==> src/rtl/core/sobem_pkg.sv <==
package sobem_pkg;

    // pixel and field widths
    localparam int PIX_W          = 8;
    localparam int FRAME_WIDTH_W  = 11;
    localparam int FRAME_HEIGHT_W = 12;
    localparam int THRESHOLD_W    = 8;

    // configuration port
    localparam int CFG_INDEX_W = 2;
    localparam int CFG_DATA_W  = 12;

    localparam logic [CFG_INDEX_W-1:0] CFG_FRAME_WIDTH    = 2'd0;
    localparam logic [CFG_INDEX_W-1:0] CFG_FRAME_HEIGHT   = 2'd1;
    localparam logic [CFG_INDEX_W-1:0] CFG_EDGE_THRESHOLD = 2'd2;

    localparam logic [FRAME_WIDTH_W-1:0]  RESET_FRAME_WIDTH    = 11'd600;
    localparam logic [FRAME_HEIGHT_W-1:0] RESET_FRAME_HEIGHT   = 12'd600;
    localparam logic [THRESHOLD_W-1:0]    RESET_EDGE_THRESHOLD = 8'd100;

    // smallest frame side that the window logic works with
    localparam int MIN_FRAME_DIM = 3;

    // input word opcodes
    localparam logic OP_PIXEL = 1'b0;
    localparam logic OP_FLUSH = 1'b1;

    // gradient magnitude arithmetic
    localparam int MAG_W  = 10;              // |gx|, |gy| up to 4 * 255
    localparam int SQR_W  = 2 * MAG_W;       // one square
    localparam int SUM_W  = SQR_W + 1;       // gx^2 + gy^2
    localparam int ROOT_W = 2 * PIX_W;       // radicand range before saturation

    localparam int QUEUE_DEPTH = 4;

    // one job handed from the front end to the magnitude unit
    typedef struct packed {
        logic [MAG_W-1:0] ax;
        logic [MAG_W-1:0] ay;
        logic [PIX_W-1:0] grey;
        logic             last;
    } t_sobem_job;

endpackage

==> src/rtl/core/sobem_queue.sv <==
module sobem_queue (
    input  logic                  i_clk,
    input  logic                  i_rst_n,
    input  logic                  i_push,
    input  sobem_pkg::t_sobem_job i_job,
    output logic                  o_full,
    input  logic                  i_pop,
    output logic                  o_not_empty,
    output sobem_pkg::t_sobem_job o_job
);
    import sobem_pkg::*;

    localparam int PW = $clog2(QUEUE_DEPTH);
    localparam int CW = $clog2(QUEUE_DEPTH + 1);

    t_sobem_job    r_slot [0:QUEUE_DEPTH-1];
    logic [PW-1:0] r_wr_ptr;
    logic [PW-1:0] r_rd_ptr;
    logic [CW-1:0] r_count;
    logic          do_push;
    logic          do_pop;

    assign o_full      = (r_count == CW'(QUEUE_DEPTH));
    assign o_not_empty = (r_count != '0);
    assign do_push     = i_push && !o_full;
    assign do_pop      = i_pop && o_not_empty;
    assign o_job       = r_slot[r_rd_ptr];

    // slot storage
    always_ff @(posedge i_clk) begin
        if (do_push) begin
            r_slot[r_wr_ptr] <= i_job;
        end
    end

    // pointers and fill level
    always_ff @(posedge i_clk) begin
        if (!i_rst_n) begin
            r_wr_ptr <= '0;
            r_rd_ptr <= '0;
            r_count  <= '0;
        end else begin
            if (do_push) begin
                r_wr_ptr <= (r_wr_ptr == PW'(QUEUE_DEPTH - 1)) ? '0 : r_wr_ptr + PW'(1);
            end
            if (do_pop) begin
                r_rd_ptr <= (r_rd_ptr == PW'(QUEUE_DEPTH - 1)) ? '0 : r_rd_ptr + PW'(1);
            end
            if (do_push && !do_pop) begin
                r_count <= r_count + CW'(1);
            end else if (do_pop && !do_push) begin
                r_count <= r_count - CW'(1);
            end
        end
    end

endmodule

==> config.mk <==
export PLATFORM = sky130hd
export DESIGN_NAME = sobem_queue
export DESIGN_NICKNAME = d
export VERILOG_FILES = /design/src/rtl/core/sobem_pkg.sv /design/src/rtl/core/sobem_queue.sv
export SDC_FILE = /design/constraint.sdc
export NUM_CORES = 1
export LEC_CHECK = 0
export BUFFER_PORTS_ARGS = -buffer_cell sky130_fd_sc_hd__buf_2
export CORE_UTILIZATION = 51
export DETAILED_ROUTE_END_ITERATION = 8
export PLACE_DENSITY = 0.75
export SLEW_MARGIN = 10
export SYNTH_ARGS = -nofsm -noshare
export SYNTH_HDL_FRONTEND = slang
export SYNTH_SLANG_ARGS = --single-unit
==> constraint.sdc <==
create_clock -name i_clk -period 2.15 [get_ports i_clk]
set_clock_uncertainty 0.1 [all_clocks]
set_input_delay 0.43 -clock i_clk [delete_from_list [all_inputs] [get_ports i_clk]]
set_output_delay 0.43 -clock i_clk [all_outputs]
set_load 0.03 [all_outputs]
After elaboration in Yosys (flattened, before gate mapping) --
Memories as Yosys holds them, arrays and structs flattened. A register that Yosys moved wholly into a read port is not among the register bits. Index checks and enable logic that the tools add are counted.
Word-level totals: flip-flop bits (word level) 7, bits in latches 0, RAM bits 116, ROM bits 0, input port bits 33, output and inout bits 31, word-level logic and storage cells 28, memories 1
Operators by class: add/sub/neg operators 4, multipliers 0, div/mod/pow operators 0, $lt $le $gt $ge 0, equality and inequality tests 3, shift-type cells 0, mux-type cells 8, bitwise gates (word level) 0, reductions and logical operators 9
Memories:
- r_slot | words 4, width 29, read ports 1, clocked after Yosys merged registers in 1, wr ports 1, RTL line sobem_queue.sv:16 | t_sobem_job r_slot [0:QUEUE_DEPTH-1];
Operator list (count):
- $mux 2 | 4
- $mux 3 | 2
- $add 2x1->2 const B | 2
- $eq 2x2->1 const B | 2
- $logic_and 1x1->1 | 4
- $add 3x1->3 const B | 1
- $eq 3x3->1 const B | 1
- $logic_not 1->1 | 3
- $reduce_bool 3->1 | 1
- $sub 3x1->3 const B | 1
- $mux 1 | 2
- $reduce_bool 2->1 | 1

Logic depth before layout (Yosys ltp) --
depth after elaboration 7, gate-level depth with buffers 9, depth with buffers taken out 8

Worst setup path before layout --
No wires, ideal clock.
kind register to register, start point register r_count[0], end point register r_count[2], library setup time 76 ps, data arrival time 2352 ps, data required time 1974 ps, setup slack -377 ps, stages on the path, launching flop included 10, buffers on the path 1, period minus slack after synthesis 2527 ps, cells stage by stage dfxtp_1 nor3b_1 nor2b_1 buf_2 ha_1 inv_1 fa_1 xor2_1 or3_1 a21boi_0
Between the ends: word-level cells in the longest chain between the ends 6, elaborated cells on any way between the ends 14, classes of those cells 2 x add/sub; 1 x eq/ne; 2 x mux; 9 x reduce/logical
RTL lines:
- start, declared | RTL line sobem_queue.sv:19 | logic [CW-1:0] r_count;
- start signal, assigned | RTL line sobem_queue.sv:50 | r_count <= r_count + CW'(1);
- start signal, assigned | RTL line sobem_queue.sv:52 | r_count <= r_count - CW'(1);
- $eq 3x3->1 (*) | RTL line sobem_queue.sv:23 | assign o_full = (r_count == CW'(QUEUE_DEPTH));
- net o_full | RTL line sobem_queue.sv:6 | output logic o_full,
- $logic_not 1->1 (*) | RTL line sobem_queue.sv:25 | assign do_push = i_push && !o_full;
- $logic_and 1x1->1 (*) | RTL line sobem_queue.sv:25
- net do_push | RTL line sobem_queue.sv:20 | logic do_push;
- $logic_not 1->1 | RTL line sobem_queue.sv:51 | end else if (do_pop && !do_push) begin
- $logic_and 1x1->1 | RTL line sobem_queue.sv:51
- $reduce_bool 2->1 (no line)
The timed path passes the listed nets; every way through them passes the cells marked *. The select of a mux whose other input is x is not followed. A chain may end at the register's enable or synchronous reset.

==> results.py <==
metrics = {
    "status": {
        "status": "finished with violations",
        "violations": "design-rule violations, negative setup slack",
    },
    "yosys": {
        "synth.distinct_cells": 25,
        "yosys_warnings": 0,
        "syn-num-nets": 242,
        "syn_area_per_cell_um2": 23.1,
        "ys_seq_area_frac": 0.785,
        "netlist_instances": 202,
        "synth-seq-cells": 125,
        "syn-cell-area_um2": 4670,
    },
    "power_and_ir_drop": {
        "pwr-share-comb": 0.289,
        "vdd_ir_drop_max_mv": 0.965,
        "powerDensity_nw_per_um2": 1360,
        "p_sw_frac": 0.287,
        "p_leak_nw": 2.11,
        "seqPwrFrac": 0.377,
        "clock_power_share": 0.335,
        "switchingPower_mw": 2.37,
        "cell_internal_pwr_mw": 5.89,
    },
    "setup_path": {
        "r2r_cells": 8,
        "critPathCaptureType": "output pin",
        "path_buf_inv": 2,
        "path_class": "flop to output pin",
        "reg2reg_slack_ns": 0.06,
        "critPathArrivalTime_ns": 1.79,
        "crit_cells": 3,
        "cp.required_ns": 1.62,
        "r2r-start": "r_count[2]",
        "slowest_stage": "mux4_2",
        "critPathLaunchType": "flop",
        "crit_fanout": 15,
        "r2r_end": "r_count[2]",
        "path_cells": "buf_12 -> mux4_2 -> buf_6",
        "slowest_delay_ns": 0.57,
        "crit_family": "multiplexers",
        "crit_end": "o_job[14]",
    },
    "place": {
        "gp_congestion": 0.775,
        "place_ws_ns": -0.0666,
        "dp_hpwl_um": 4830,
        "postPlaceCellArea_um2": 5260,
        "place_inst": 377,
        "io_buffers": 63,
    },
    "route": {
        "wl_per_cell_um": 19.2,
        "avgViaCountPerCell": 5.43,
        "dr.pass1.iters": 6,
        "vias": 2239,
        "drt_iter0_markers": 113,
        "wl_um": 7920,
        "drc": 13,
        "antenna_left": 0,
    },
    "finish": {
        "fin_cells": 412,
        "nets": 331,
        "ff_latch_area_um2": 3680,
        "final_cell_area_um2": 6080,
        "fillerInstances": 520,
        "postLayoutCoreUtil": 0.691,
        "mostFrequentLayoutCells": "edfxtp_1, buf_2, mux4_2, buf_6, clkbuf_16",
        "drive_gt1_frac": 0.503,
        "diodes": 0,
        "syn_to_final_growth_pct": 30.3,
        "multi_input_comb_area_um2": 976,
        "final_common_cell": "edfxtp_1",
    },
    "timing": {
        "rsz0062_at_grt": "true",
        "clock.fmax_mhz": 432,
        "tightest_slew_ns": 0.305,
        "fin_crit_ns": 2.32,
        "drv_slew": 0,
        "final.setup.worst_slack_ns": -0.167,
        "hold_viol_final": 0,
        "post-route-period-util": 1.08,
        "tns_ns": -3.38,
        "worst_slew_margin_rel": 0.797,
        "setup_viol": 29,
    },
    "floorplan": {
        "ios": 64,
        "std_cell_rows": 34,
        "die_area_um2": 9540,
        "die_h_um": 97.7,
        "die_w_um": 97.7,
        "start_util": 0.530,
        "core_um2": 8810,
    },
    "cts": {
        "root_buffer": "clkbuf_8",
        "cts_tree": "built",
        "hold_buffers": 0,
        "cts_htree_levels": 4,
        "path_clk_slew_ns": 0.06,
        "clkSinkCount": 125,
        "clockBufferDepth": 2,
        "clkLatencyLatePin_ns": 0.50,
        "numCtsBuffers": 17,
    },
    "min_path": {
        "min_path_type": "input port to flop",
        "hold_start": "i_job[26]",
    },
    "global_route": {
        "gr-total-overflow": 0,
        "antenna_found_initial": 0,
        "grt_pass1_vias": 2410,
        "grtUsageTotal": 0.182,
        "grt_max_degree": 26,
        "grt_pass1_wl_um": 12400,
    },
    "run": {
        "cap_violations": 0,
    },
}
worst reg2reg max path, stage by stage (launching register included):
cell,delay (ns)
dfxtp_4,0.36
nor3b_4,0.15
nor2b_2,0.14
ha_2,0.19
inv_1,0.06
fa_2,0.33
xor2_1,0.18
or3_4,0.38
a21boi_2,0.13
cell usage after synthesis, drive strengths merged:
master  instances  area (um^2)
fa              1         20.0
nor2            2         7.51
o31ai           1         7.51
a21boi          1         7.51
dfxtp           9          180
nand2           6         22.5
xnor2           1         8.76
nor3b           1         7.51
or3             2         12.5
inv             3         11.3
mux2i           3         30.0
edfxtp        116         3480
and2            5         31.3
nor2b           2         12.5
mux4           29          657
o21ai           3         15.0
nand3           2         10.0
xor2            1         8.76
ha              6         75.1
buf             6         53.8
clkbuf          2         7.51
registers in the layout, indices dropped and copies added (netlist names), named ones only:
name and cells:
r_slot 116, r_wr_ptr 2, r_rd_ptr 2, r_count 3
metal layers:
layer,track usage,wire [um],up-vias
met5,0,0,-
met4,0.0828,116,0
met3,0.0518,298,13
met2,0.311,4210,54
met1,0.213,3300,1157
li1,-,-,1015
power groups by stage:
stage | Sequential [mW] | Combinational [mW] | Clock [mW]
2_1_floorplan | 3.10 | 1.45 | 0
3_3_place_gp | 3.13 | 1.96 | 0
3_5_place_dp | 3.15 | 1.99 | 0
4_1_cts | 3.11 | 2.35 | 2.82
5_1_grt | 3.14 | 2.53 | 2.91
6_report | 3.11 | 2.38 | 2.77
layout make-up:
class / count / area share
Sequential cell: 125 / 0.604
Tap cell: 108 / 0.0222
Multi-Input combinational cell: 66 / 0.160
Clock inverter: 14 / 0.0280
Timing Repair Buffer: 78 / 0.115
Clock buffer: 18 / 0.0687
Inverter: 3 / 0.00185
worst min-delay path by stage:
stage	slack, ns	to	cells past startpoint
floorplan	0.37	r_wr_ptr[1]	2
global placement	0.38	r_wr_ptr[1]	2
detailed placement	0.41	r_wr_ptr[1]	2
CTS	0.02	r_slot[1][26]	1
global route	0.02	r_slot[3][23]	1
finish	0.04	r_slot[1][26]	1
metrics by stage:
stage	hold WS (ns)	total power, mW
after floorplan	0.368	4.55
after global placement	0.383	5.09
after detailed placement	0.405	5.14
after CTS	0.0166	8.28
after global routing	0.0227	8.58
final	0.0399	8.26
cell families after synthesis:
kind of cell	after synthesis	synth area share
simple gates	20	0.0222
flops	125	0.785
xor+xnor	2	0.00375
mux	32	0.147
fa+ha+maj	7	0.0204
compound gates	5	0.00643
buf+inv	11	0.0155
repair_timing:
item,CTS,global route
endpoints found under the setup margin,30,30
pin swaps,0,4
buffers inserted,0,3
gates resized for setup,61,9
Note: power is estimated with default switching activity, not from simulation.
