===== config.mk =====
export PLATFORM = sky130hd
export DESIGN_NAME = sobem_back
export DESIGN_NICKNAME = d
export VERILOG_FILES = /design/src/rtl/core/sobem_pkg.sv /design/src/rtl/core/sobem_back.sv
export SDC_FILE = /design/constraint.sdc
export NUM_CORES = 1
export LEC_CHECK = 0
export BUFFER_PORTS_ARGS = -buffer_cell sky130_fd_sc_hd__buf_2
export CORE_MARGIN = 2
export CORE_UTILIZATION = 57
export CTS_CLUSTER_SIZE = 8
export DETAILED_ROUTE_END_ITERATION = 10
export GPL_TIMING_DRIVEN = 0
export HOLD_SLACK_MARGIN = 0.12
export PLACE_DENSITY = 0.91
export SYNTH_ARGS = -nofsm -noshare
export SYNTH_HDL_FRONTEND = slang
export SYNTH_SLANG_ARGS = --single-unit

===== constraint.sdc =====
create_clock -name i_clk -period 5.2 [get_ports i_clk]
set_clock_uncertainty 0.1 [all_clocks]
set_input_delay 1.04 -clock i_clk [delete_from_list [all_inputs] [get_ports i_clk]]
set_output_delay 1.04 -clock i_clk [all_outputs]
set_load 0.03 [all_outputs]

===== src/rtl/core/sobem_pkg.sv =====
package sobem_pkg;

    // pixel and field widths
    localparam int PIX_W          = 8;
    localparam int FRAME_WIDTH_W  = 11;
    localparam int FRAME_HEIGHT_W = 12;
    localparam int THRESHOLD_W    = 8;

    // configuration port
    localparam int CFG_INDEX_W = 2;
    localparam int CFG_DATA_W  = 12;

    localparam logic [CFG_INDEX_W-1:0] CFG_FRAME_WIDTH    = 2'd0;
    localparam logic [CFG_INDEX_W-1:0] CFG_FRAME_HEIGHT   = 2'd1;
    localparam logic [CFG_INDEX_W-1:0] CFG_EDGE_THRESHOLD = 2'd2;

    localparam logic [FRAME_WIDTH_W-1:0]  RESET_FRAME_WIDTH    = 11'd600;
    localparam logic [FRAME_HEIGHT_W-1:0] RESET_FRAME_HEIGHT   = 12'd600;
    localparam logic [THRESHOLD_W-1:0]    RESET_EDGE_THRESHOLD = 8'd100;

    // smallest frame side that the window logic works with
    localparam int MIN_FRAME_DIM = 3;

    // input word opcodes
    localparam logic OP_PIXEL = 1'b0;
    localparam logic OP_FLUSH = 1'b1;

    // gradient magnitude arithmetic
    localparam int MAG_W  = 10;              // |gx|, |gy| up to 4 * 255
    localparam int SQR_W  = 2 * MAG_W;       // one square
    localparam int SUM_W  = SQR_W + 1;       // gx^2 + gy^2
    localparam int ROOT_W = 2 * PIX_W;       // radicand range before saturation

    localparam int QUEUE_DEPTH = 4;

    // one job handed from the front end to the magnitude unit
    typedef struct packed {
        logic [MAG_W-1:0] ax;
        logic [MAG_W-1:0] ay;
        logic [PIX_W-1:0] grey;
        logic             last;
    } t_sobem_job;

endpackage


===== src/rtl/core/sobem_back.sv =====
module sobem_back (
    input  logic                              i_clk,
    input  logic                              i_rst_n,
    input  logic                              i_job_valid,
    output logic                              o_pop,
    input  sobem_pkg::t_sobem_job             i_job,
    input  logic [sobem_pkg::THRESHOLD_W-1:0] i_edge_threshold,
    output logic                              o_valid,
    input  logic                              i_stall,
    output logic [sobem_pkg::PIX_W-1:0]       o_edge_value,
    output logic [sobem_pkg::PIX_W-1:0]       o_grey_value,
    output logic [sobem_pkg::PIX_W-1:0]       o_overlay_red,
    output logic [sobem_pkg::PIX_W-1:0]       o_overlay_green,
    output logic [sobem_pkg::PIX_W-1:0]       o_overlay_blue,
    output logic                              o_is_edge,
    output logic                              o_frame_last
);
    import sobem_pkg::*;

    localparam logic [2:0] ST_IDLE   = 3'd0;
    localparam logic [2:0] ST_SQUARE = 3'd1;
    localparam logic [2:0] ST_SUM    = 3'd2;
    localparam logic [2:0] ST_ROOT   = 3'd3;
    localparam logic [2:0] ST_DONE   = 3'd4;

    logic [2:0]        r_state, n_state;
    logic [MAG_W-1:0]  r_ax, r_ay;
    logic [PIX_W-1:0]  r_grey;
    logic              r_last;
    logic [SQR_W-1:0]  r_sq_x, r_sq_y;
    logic [SUM_W-1:0]  sum;
    logic              r_sat;
    logic [ROOT_W-1:0] r_rem, r_res, r_bit;
    logic [ROOT_W:0]   trial;
    logic              out_free;
    logic              load_out;
    logic [PIX_W-1:0]  edge_val;
    logic              edge_hit;

    logic              r_o_valid;
    logic [PIX_W-1:0]  r_edge, r_grey_out, r_red, r_green, r_blue;
    logic              r_is_edge, r_frame_last;

    assign out_free = !r_o_valid || !i_stall;
    assign load_out = (r_state == ST_DONE) && out_free;
    assign o_pop    = (r_state == ST_IDLE) && i_job_valid;

    // sequencer: square, add, eight root steps, hand off
    always_comb begin
        n_state = r_state;
        unique case (r_state)
            ST_IDLE:   if (i_job_valid) n_state = ST_SQUARE;
            ST_SQUARE: n_state = ST_SUM;
            ST_SUM:    n_state = ST_ROOT;
            ST_ROOT:   if (r_bit[0]) n_state = ST_DONE;
            ST_DONE:   if (out_free) n_state = ST_IDLE;
            default:   n_state = ST_IDLE;
        endcase
    end

    always_ff @(posedge i_clk) begin
        if (!i_rst_n) begin
            r_state <= ST_IDLE;
        end else begin
            r_state <= n_state;
        end
    end

    assign sum   = SUM_W'(r_sq_x) + SUM_W'(r_sq_y);
    assign trial = {1'b0, r_res} + {1'b0, r_bit};

    // magnitude datapath, one radicand digit pair per root step
    always_ff @(posedge i_clk) begin
        case (r_state)
            ST_IDLE: begin
                if (i_job_valid) begin
                    r_ax   <= i_job.ax;
                    r_ay   <= i_job.ay;
                    r_grey <= i_job.grey;
                    r_last <= i_job.last;
                end
            end
            ST_SQUARE: begin
                r_sq_x <= SQR_W'(r_ax * r_ax);
                r_sq_y <= SQR_W'(r_ay * r_ay);
            end
            ST_SUM: begin
                r_sat <= |sum[SUM_W-1:ROOT_W];
                r_rem <= sum[ROOT_W-1:0];
                r_res <= '0;
                r_bit <= ROOT_W'(1) << (ROOT_W - 2);
            end
            ST_ROOT: begin
                if ({1'b0, r_rem} >= trial) begin
                    r_rem <= r_rem - trial[ROOT_W-1:0];
                    r_res <= (r_res >> 1) + r_bit;
                end else begin
                    r_res <= r_res >> 1;
                end
                r_bit <= r_bit >> 2;
            end
            default: begin
            end
        endcase
    end

    // saturate and compare against the threshold
    assign edge_val = r_sat ? {PIX_W{1'b1}} : r_res[PIX_W-1:0];
    assign edge_hit = (edge_val > i_edge_threshold);

    // output word register
    always_ff @(posedge i_clk) begin
        if (!i_rst_n) begin
            r_o_valid <= 1'b0;
        end else if (load_out) begin
            r_o_valid <= 1'b1;
        end else if (!i_stall) begin
            r_o_valid <= 1'b0;
        end
    end

    always_ff @(posedge i_clk) begin
        if (load_out) begin
            r_edge       <= edge_val;
            r_grey_out   <= r_grey;
            r_red        <= edge_hit ? {PIX_W{1'b1}} : r_grey;
            r_green      <= edge_hit ? '0 : r_grey;
            r_blue       <= edge_hit ? '0 : r_grey;
            r_is_edge    <= edge_hit;
            r_frame_last <= r_last;
        end
    end

    assign o_valid         = r_o_valid;
    assign o_edge_value    = r_edge;
    assign o_grey_value    = r_grey_out;
    assign o_overlay_red   = r_red;
    assign o_overlay_green = r_green;
    assign o_overlay_blue  = r_blue;
    assign o_is_edge       = r_is_edge;
    assign o_frame_last    = r_frame_last;

endmodule


# After elaboration in Yosys (flattened, before gate mapping)
# Index checks and enable logic that the tools add are counted.
# totals
inputBits,41
reg_bits,156
elab_cells,58
output_inout_bits,44
# classes
n_reduce_logical,11
n_lt_le_gt_ge,2
mux,12
eq_ne,9
addsub,4
n_mul,2
# ops
operator,n
16-bit one-hot mux with 2 select lines,3
10-bit by 10-bit multiplier with 20-bit output,2
16-bit two-way mux,2
20-bit by 20-bit adder with 21-bit output,1
16-bit by 16-bit adder with 17-bit output,1
16-bit by 17-bit greater-or-equal comparator with 1-bit output,1
15-bit by 16-bit adder with 16-bit output,1
16-bit subtractor,1
3-bit one-hot mux with 5 select lines,1
3-bit two-way mux,3
8-bit > comparator,1
8-bit two-way mux,1
"2-bit != test, second input constant",4
"3-bit by 2-bit equality test with 1-bit output, second input constant",2
5-bit OR reduction,1
2-bit AND reduction,2
"3-bit by 1-bit equality test with 1-bit output, second input constant",1
"3-bit equality test, second input constant",1
3-bit zero test,1
3-bit AND reduction,1
1-bit logical AND,2
1-bit zero test,2
1-bit two-way mux,2
"2-bit by 1-bit != test with 1-bit output, second input constant",1
other kinds (2),2

# Depth between registers and ports, before layout
# Gate-level depths: netlist of run 1.
# logic_depth
ltp_word,4
mapped_depth,20
ltp_nobuf,19

# Worst setup path before layout of run 1
# Ideal clock, no wire load.
# synth_timing
kind,input-to-output
startpoint,in i_job_valid
endpoint,out o_pop
path_slack_ns,-0.868
path_buffers,0
cell_stages,1
arrival_ns,4.928
required_ns,4.060
path_cell_list,nor4b_1
# synth_between
elab_chain_len,1
# synth_lines
item,line,source
start: declaration,sobem_back.sv:4,"input logic i_job_valid,"
1-bit logical AND,sobem_back.sv:46,assign o_pop = (r_state == ST_IDLE) && i_job_valid;
end: declaration,sobem_back.sv:5,"output logic o_pop,"
# Every way passes these cells.

# Final worst setup path of run 1
# layout_timing
startpoint,reg r_ay[5]
endpoint,"reg r_sq_y[19], data pin"
# layout_between
elab_chain_len,1
# layout_lines
item,line,source
start: declaration,sobem_back.sv:27,"logic [MAG_W-1:0] r_ax, r_ay;"
start signal: assignment,sobem_back.sv:78,r_ay <= i_job.ay;
10-bit by 10-bit multiplier with 20-bit output,sobem_back.sv:85,r_sq_y <= SQR_W'(r_ay * r_ay);
end signal: assignment,sobem_back.sv:85,
end: declaration,sobem_back.sv:30,"logic [SQR_W-1:0] r_sq_x, r_sq_y;"
# Every way passes these cells.
# A chain may end at the register's enable or synchronous reset.

==> impl_results.md, run 1 <==
* Status: finished with violations
* Failing checks: setup timing
* Share of the synthesized area in the top cell type at 0.324
* Post-Syn Area at 13200 sq um
* Number of flops mapped to enable cells by yosys at 142
* Worst min path class: register to register
* Placed Cells at 1634
* Final hold violation count at 0
* Detailed Routing Iterations Pass 1 at 6
* Final Non-Filler Cells at 1726
* YS warnings at 0
* Fmax achieved at 192 MHz
* Largest net degree at the start of global routing at 33
* Syn_nets at 1554
* Total wire length at 33500 um
* I/O Pins at 85
* Vias in the first global route at 10.8k
* Met2 wire len at 17600 um
* GRT Util Overall at 0.265
* Slew Viols, Final at 0
* Clock buffer depth at 2
* Register clock-pin slew on the reported worst setup and hold paths at 0.07 ns
* Die area at 24300 sq um
* Required @ worst endpoint at 5.41 ns
* Vias per cell at 6.09
* Flops & latches, synth at 146
* FP Rows at 55
* Main synth FF type: edfxtp_1
* Max-Cap Viols at 0
* Critical-path cell list: buf_4 > and2_1 > fa_1 > fa_1 > ha_4 > fa_1 > inv_1 > fa_1 > inv_1 > ha_4 > nand3_1 > a21o_1 > a21oi_1 > nor3_2 > nor2_1 > mux2i_1 > and3_1
* CTS Buf Count at 17
* Number of distinct library cells after synthesis at 68
* Clock sinks at 146
* Met3 routed WL at 2060 um
* Fill cells at 1455
* CP Capture Type: register
* WP data arrival at 5.43 ns
* Final Cell Area at 15600 sq um
* Later-pin clock latency in the skew report at 0.44 ns
* GP Congestion at 0.926
* Worst setup margin at -0.0149 ns
* Tightest Pin Transition at 1.28 ns
* Post-CTS Hold Fix Bufs at 0
* PwrDens at 733 nW/um^2
* Post-DP HPWL at 21400 um
* Mean Syn Cell Area at 10.4 sq um
* Core area at 22600 sq um
* DRC viols at 0
* Post-DP Area at 14100 sq um
* Register area share after synthesis at 0.330
* Final period utilization at 1.00
* CTS H-tree depth at 4
* CP peak stage delay at 0.56 ns
* Die X at 156 um
* RSZ-0062 raised after global routing: true
* CP Class: register to register
* Synth async-reset ratio at 0
* Antenna violations before repair at 1
* Most used cell, CP: fa_1
* Global route total overflow at 0
* Relative slew slack at 0.140
* Largest cells by area after synthesis: edfxtp_1, ha_1, fa_1
* Nets@finish at 1721
* CTS tree: yes
* Period minus WS final at 5.21 ns
* Final setup viols at 3
* Die Y at 156 um
* Initial Utilization at 0.581
* Lkg Pwr at 7.13 nW
* WL/cell at 19.4 um
* Root Driver: clkbuf_16
* Cells after Synth at 1260
* DR top layer: met4
* Type of element launching the critical path: register
* Layout Area Growth over Synthesis at 18.7%
* Share of layout cells above drive strength 1 at 0.203
* Cell taking the most area after synthesis: edfxtp_1
* Global-route wire length before repair at 51000 um
* Largest fanout on the critical path at 5
* Core Util, Final at 0.690
* Total power at 11.4 mW
* Peak supply drop at 0.638 mV
* Hold_ws at 0.338 ns
* Critical path's slowest cell: fa_1
* Starting DRT DRC Count at 946
* Vias at 10.5k
* Antenna Nets Post-Route at 0
* Post-route met1 wirelength at 12000 um
* IO buf count at 84
## critical path: cells and delay by family, from the launching register on
family,cells,cell delay (ns)
AO/OA/AOI/OAI,2,0.52
adder cells (fa/ha/maj),6,2.64
buffers and inverters,3,0.33
flip-flops,1,0.48
multiplexers,1,0.24
AND/OR/NAND/NOR,5,0.79
## report_power, final
group	switching [mW]	leakage, nW	internal [mW]
clock network	0.616	0.296	0.655
logic	4.47	5.49	3.71
registers	0.140	1.34	1.86
total	5.22	7.13	6.22
## final timing paths
| path | from | endpoint | slack [ns] | cells past startpoint |
|---|---|---|---|---|
| hold reg to reg | r_last$_DFFE_PP_ | o_frame_last$_DFFE_PP_ | 0.34 | 0 |
| setup reg to reg | r_ay[5]$_DFFE_PP_ | r_sq_y[19]$_DFFE_PP_ | -0.01 | 17 |
| setup / recovery | r_ay[5]$_DFFE_PP_ | r_sq_y[19]$_DFFE_PP_ | -0.01 | 17 |
| hold / removal | r_last$_DFFE_PP_ | o_frame_last$_DFFE_PP_ | 0.34 | 0 |
## synth_stat cells (4+ instances only)
cell / number
a21o_1: 27
nand4_1: 10
a21oi_1: 67
edfxtp_1: 142
a211oi_1: 7
fa_1: 95
nor3_1: 17
nand2_1: 101
o21ai_0: 32
xnor2_1: 62
o21a_1: 20
or3_1: 5
a31oi_1: 11
dfxtp_1: 4
o21bai_1: 14
or2_2: 9
nor2_1: 47
nand3_1: 10
nand2b_1: 11
o31ai_1: 6
and3_1: 22
clkbuf_1: 26
inv_1: 171
and2_1: 57
nor2b_1: 12
xor2_1: 21
ha_1: 158
mux2i_1: 18
a31o_2: 8
o21ai_1: 5
buf_4: 8
## metal layers
| layer | GRT usage | vias to the layer above |
|---|---|---|
| met1 | 0.297 | 5093 |
| met2 | 0.488 | 563 |
| met4 | 0.132 | 0 |
| met5 | 0 | - |
| met3 | 0.0453 | 156 |
| li1 | - | 4706 |
## through the flow
stage	worst slack, ns	TNS [ns]
2_1_floorplan	0.0100	0
6_report	-0.0149	-0.0301
5_1_grt	-0.133	-0.787
4_1_cts	-0.0293	-0.0293
3_3_place_gp	-0.653	-3.61
3_5_place_dp	-0.553	-5.47
## state kept, by name (all words and copies together) (netlist names)
signal,cells
r_ay,10
r_grey,8
r_rem,16
r_ax,10
o_valid,1
r_sat,1
o_frame_last,1
o_edge_value,8
r_state,3
r_sq_x,19
r_res,16
o_overlay_red,8
r_sq_y,19
o_overlay_blue,8
o_is_edge,1
r_bit,8
r_last,1
o_grey_value,8
## final cells by class
class	instances	area, sq um	share of cell area
diodes	1	2.50	0.000160
plain buffers	29	201	0.0129
clock buffers	17	425	0.0272
clock inverters	15	190	0.0122
inverters	171	642	0.0411
multi-input cells	907	8450	0.541
flip-flops and latches	146	4340	0.278
well taps	285	357	0.0228
repair buffers	155	1010	0.0645
## cells in the final DEF, fill, tap and decap left out, drive strengths merged, types with 12 or more instances in the layout
master	n
xnor2	62
and3	23
nand2	102
xor2	21
a21o	28
ha	158
edfxtp	142
a21oi	67
clkbuf	35
and2	57
mux2i	18
o21ai	37
fa	95
a31oi	12
nand2b	12
nor2b	12
buf	165
nor2	47
o21bai	14
nor3	17
o21a	20
inv	178
## logic make-up (layout without fill, tap and decap cells)
group | after synthesis | count (layout) | synth area share
muxes | 20 | 20 | 0.0154
xor gates and xnor gates | 83 | 83 | 0.0552
DFF | 146 | 146 | 0.330
AOI/OAI and AO/OA | 233 | 233 | 0.120
buffers and inverters | 207 | 387 | 0.0619
other | 0 | 1 | 0
and+or+nand+nor | 318 | 318 | 0.123
adders and majority gates | 253 | 253 | 0.295
## what timing repair did
item                                    CTS  global route
pin swaps                                18            49
setup buffers                            32            34
resized for setup                        38            58
endpoints found under the setup margin   19            16
hold endpoints to repair                  0             0
Power figures use the tool's default switching activity.
==> run 2, diff against run 1 <==
CELL_PAD_IN_SITES_DETAIL_PLACEMENT = 0   (was unset)
CELL_PAD_IN_SITES_GLOBAL_PLACEMENT = 1   (was unset)
CORE_UTILIZATION = 45   (was 57)
PLACE_DENSITY = 0.89   (was 0.91)
SETUP_SLACK_MARGIN = 0.5   (was unset)
==> impl_results.md, run 2 (synthesized netlist as in run 1, its figures left out) <==
* Crit path buffers/inverters at 6 (+3)
* Required @ worst endpoint at 5.29 ns (-0.12 ns)
* Later-pin clock latency in the skew report at 0.44 ns (about the same)
* Final period utilization at 0.968 (-0.0351)
* Largest regs: r_sq_x (19), r_sq_y (19)
* Commonest non-fill, non-tap cells in the layout: inv_1, edfxtp_1, ha_1
* Root Driver: clkbuf_16
* I/O Pins at 85 (unchanged)
* Type of element launching the critical path: register
* Nets@finish at 1738 (+0.99%)
* Period minus WS final at 5.03 ns (-0.182 ns)
* CTS tree: yes
* FF+latch area at 4340 sq um (unchanged)
* Share of layout cells above drive strength 1 at 0.242 (+0.0388)
* Register clock-pin slew on the reported worst setup and hold paths at 0.07 ns (about the same)
* Largest fanout on the critical path at 7 (+2)
* Most common cell after layout, fill and taps aside: inv_1
* Most used cell, CP: fa_1
* PwrDens at 732 nW/um^2 (about the same)
* Antenna diodes at 0 (-1)
* Final setup viols at 0 (-3)
* CP Capture Type: register
* Worst min path class: register to register
* Die area at 30600 sq um (+26%)
* WL/cell at 15.7 um (-19%)
* CP peak stage delay at 0.52 ns (-0.04 ns)
* Starting DRT DRC Count at 501 (-47%)
* GP Congestion at 0.825 (-11%)
* Detailed Routing Iterations Pass 1 at 5 (-1)
* WP data arrival at 5.12 ns (-0.31 ns)
* Antenna Nets Post-Route at 0 (unchanged)
* Post-DP Area at 14500 sq um (+3.2%)
* Total wire length at 28800 um (-14%)
* DRC viols at 0 (unchanged)
* Clock sinks at 146 (unchanged)
* Die X at 175 um (+12%)
* Fmax achieved at 199 MHz (+3.6%)
* GRT Util Overall at 0.197 (-0.0685)
* IO buf count at 84 (unchanged)
* Global-route wire length before repair at 48600 um (-4.8%)
* Clock buffer depth at 2 (unchanged)
* Lkg Pwr at 7.26 nW (+1.8%)
* Final Cell Area at 16100 sq um (+3.4%)
* Total power at 11.8 mW (+3.3%)
* Post-DP HPWL at 21200 um (-0.76%)
* Tightest Pin Transition at 1.15 ns (-0.129 ns)
* Core area at 28800 sq um (+27%)
* Fill cells at 2407 (+65%)
* Critical path's slowest cell: edfxtp_1
* CTS Buf Count at 17 (unchanged)
* RSZ-0062 raised after global routing: true
* Post-CTS Hold Fix Bufs at 0 (unchanged)
* Initial Utilization at 0.457 (-0.124)
* Slew Viols, Final at 0 (unchanged)
* Critical-path cell list: and2_4 > fa_1 > ha_4 > inv_2 > fa_1 > inv_2 > fa_1 > inv_1 > fa_1 > inv_2 > ha_4 > buf_4 > a21o_1 > a21oi_4 > o21ai_2 > nor3_2 > buf_4 > nor2_4 > mux2i_1 > and3_1
* Vias per cell at 5.28 (-13%)
* CP Class: register to register
* FP Rows at 62 (+13%)
* Layout Area Growth over Synthesis at 22.7%
* Global route total overflow at 0 (unchanged)
* Final hold violation count at 0 (unchanged)
* Status: finished clean
* Area of the multi-input gates at 8610 sq um (+2.0%)
* Vias in the first global route at 10.1k (-6.3%)
* Relative slew slack at 0.230 (+0.0903)
* Largest net degree at the start of global routing at 33 (unchanged)
* Peak supply drop at 0.716 mV (+12%)
* Max-Cap Viols at 0 (unchanged)
* Antenna violations before repair at 0 (-1)
* Crit path max-delay family: adder cells
* Die Y at 175 um (+12%)
* CTS H-tree depth at 4 (unchanged)
* Vias at 9714 (-7.6%)
-- run 2: layout make-up --
cell class / instances / area share
Clock buffer: 17 / 0.0264
Sequential cell: 146 / 0.269
Tap cell: 384 / 0.0298
Timing Repair Buffer: 165 / 0.0711
Clock inverter: 15 / 0.0119
Buffer: 36 / 0.0185
Inverter: 171 / 0.0398
Multi-Input combinational cell: 907 / 0.534
-- run 2: per-layer routing --
metal	routed length, um	GRT usage
met1	12300	0.244
met2	15000	0.358
met3	971	0.0305
met4	567	0.0507
met5	0	0
-- run 2: what timing repair did --
action	4_1_cts	5_1_grt
pin swaps	73	64
resized for setup	83	24
hold endpoints to repair	0	0
setup endpoints to repair	21	42
setup buffers	59	15
-- run 2: final timing paths --
kind	startpoint	to	slack [ns]	depth (start not counted)
max reg2reg	r_ay[3]$_DFFE_PP_	r_sq_y[19]$_DFFE_PP_	0.17	20
min reg2reg	r_last$_DFFE_PP_	o_frame_last$_DFFE_PP_	0.35	0
max	r_ay[3]$_DFFE_PP_	r_sq_y[19]$_DFFE_PP_	0.17	20
min	r_last$_DFFE_PP_	o_frame_last$_DFFE_PP_	0.35	0
-- run 2: worst reg2reg max path, cell delays in order (launching register included) --
cell      delay [ns]
edfxtp_1        0.52
and2_4          0.23
fa_1            0.50
ha_4            0.28
inv_2           0.03
fa_1            0.52
inv_2           0.05
fa_1            0.51
inv_1           0.05
fa_1            0.49
inv_2           0.05
ha_4            0.23
buf_4           0.15
a21o_1          0.19
a21oi_4         0.16
o21ai_2         0.08
nor3_2          0.20
buf_4           0.17
nor2_4          0.04
mux2i_1         0.11
and3_1          0.15
-- run 2: stage by stage --
| step | TNS, ns | utilization | std cells | hold slack [ns] | worst slack [ns] |
|---|---|---|---|---|---|
| 6_report | 0 | 0.561 | 1841 | 0.351 | 0.167 |
| 5_1_grt | 0 | 0.561 | 1841 | 0.377 | 0.0180 |
| 2_1_floorplan | 0 | - | 1260 | 0.300 | 0.324 |
| 4_1_cts | 0 | 0.554 | 1826 | 0.354 | 0.166 |
| 3_3_place_gp | -3.85 | 0.500 | 1728 | 0.301 | -0.894 |
| 3_5_place_dp | -0.0704 | 0.504 | 1735 | 0.336 | -0.0404 |
-- run 2: power breakdown --
group / total, mW / internal [mW] / switching, mW
clock: 1.28 / 0.653 / 0.622
combinational: 8.56 / 4.20 / 4.36
sequential: 1.99 / 1.86 / 0.128
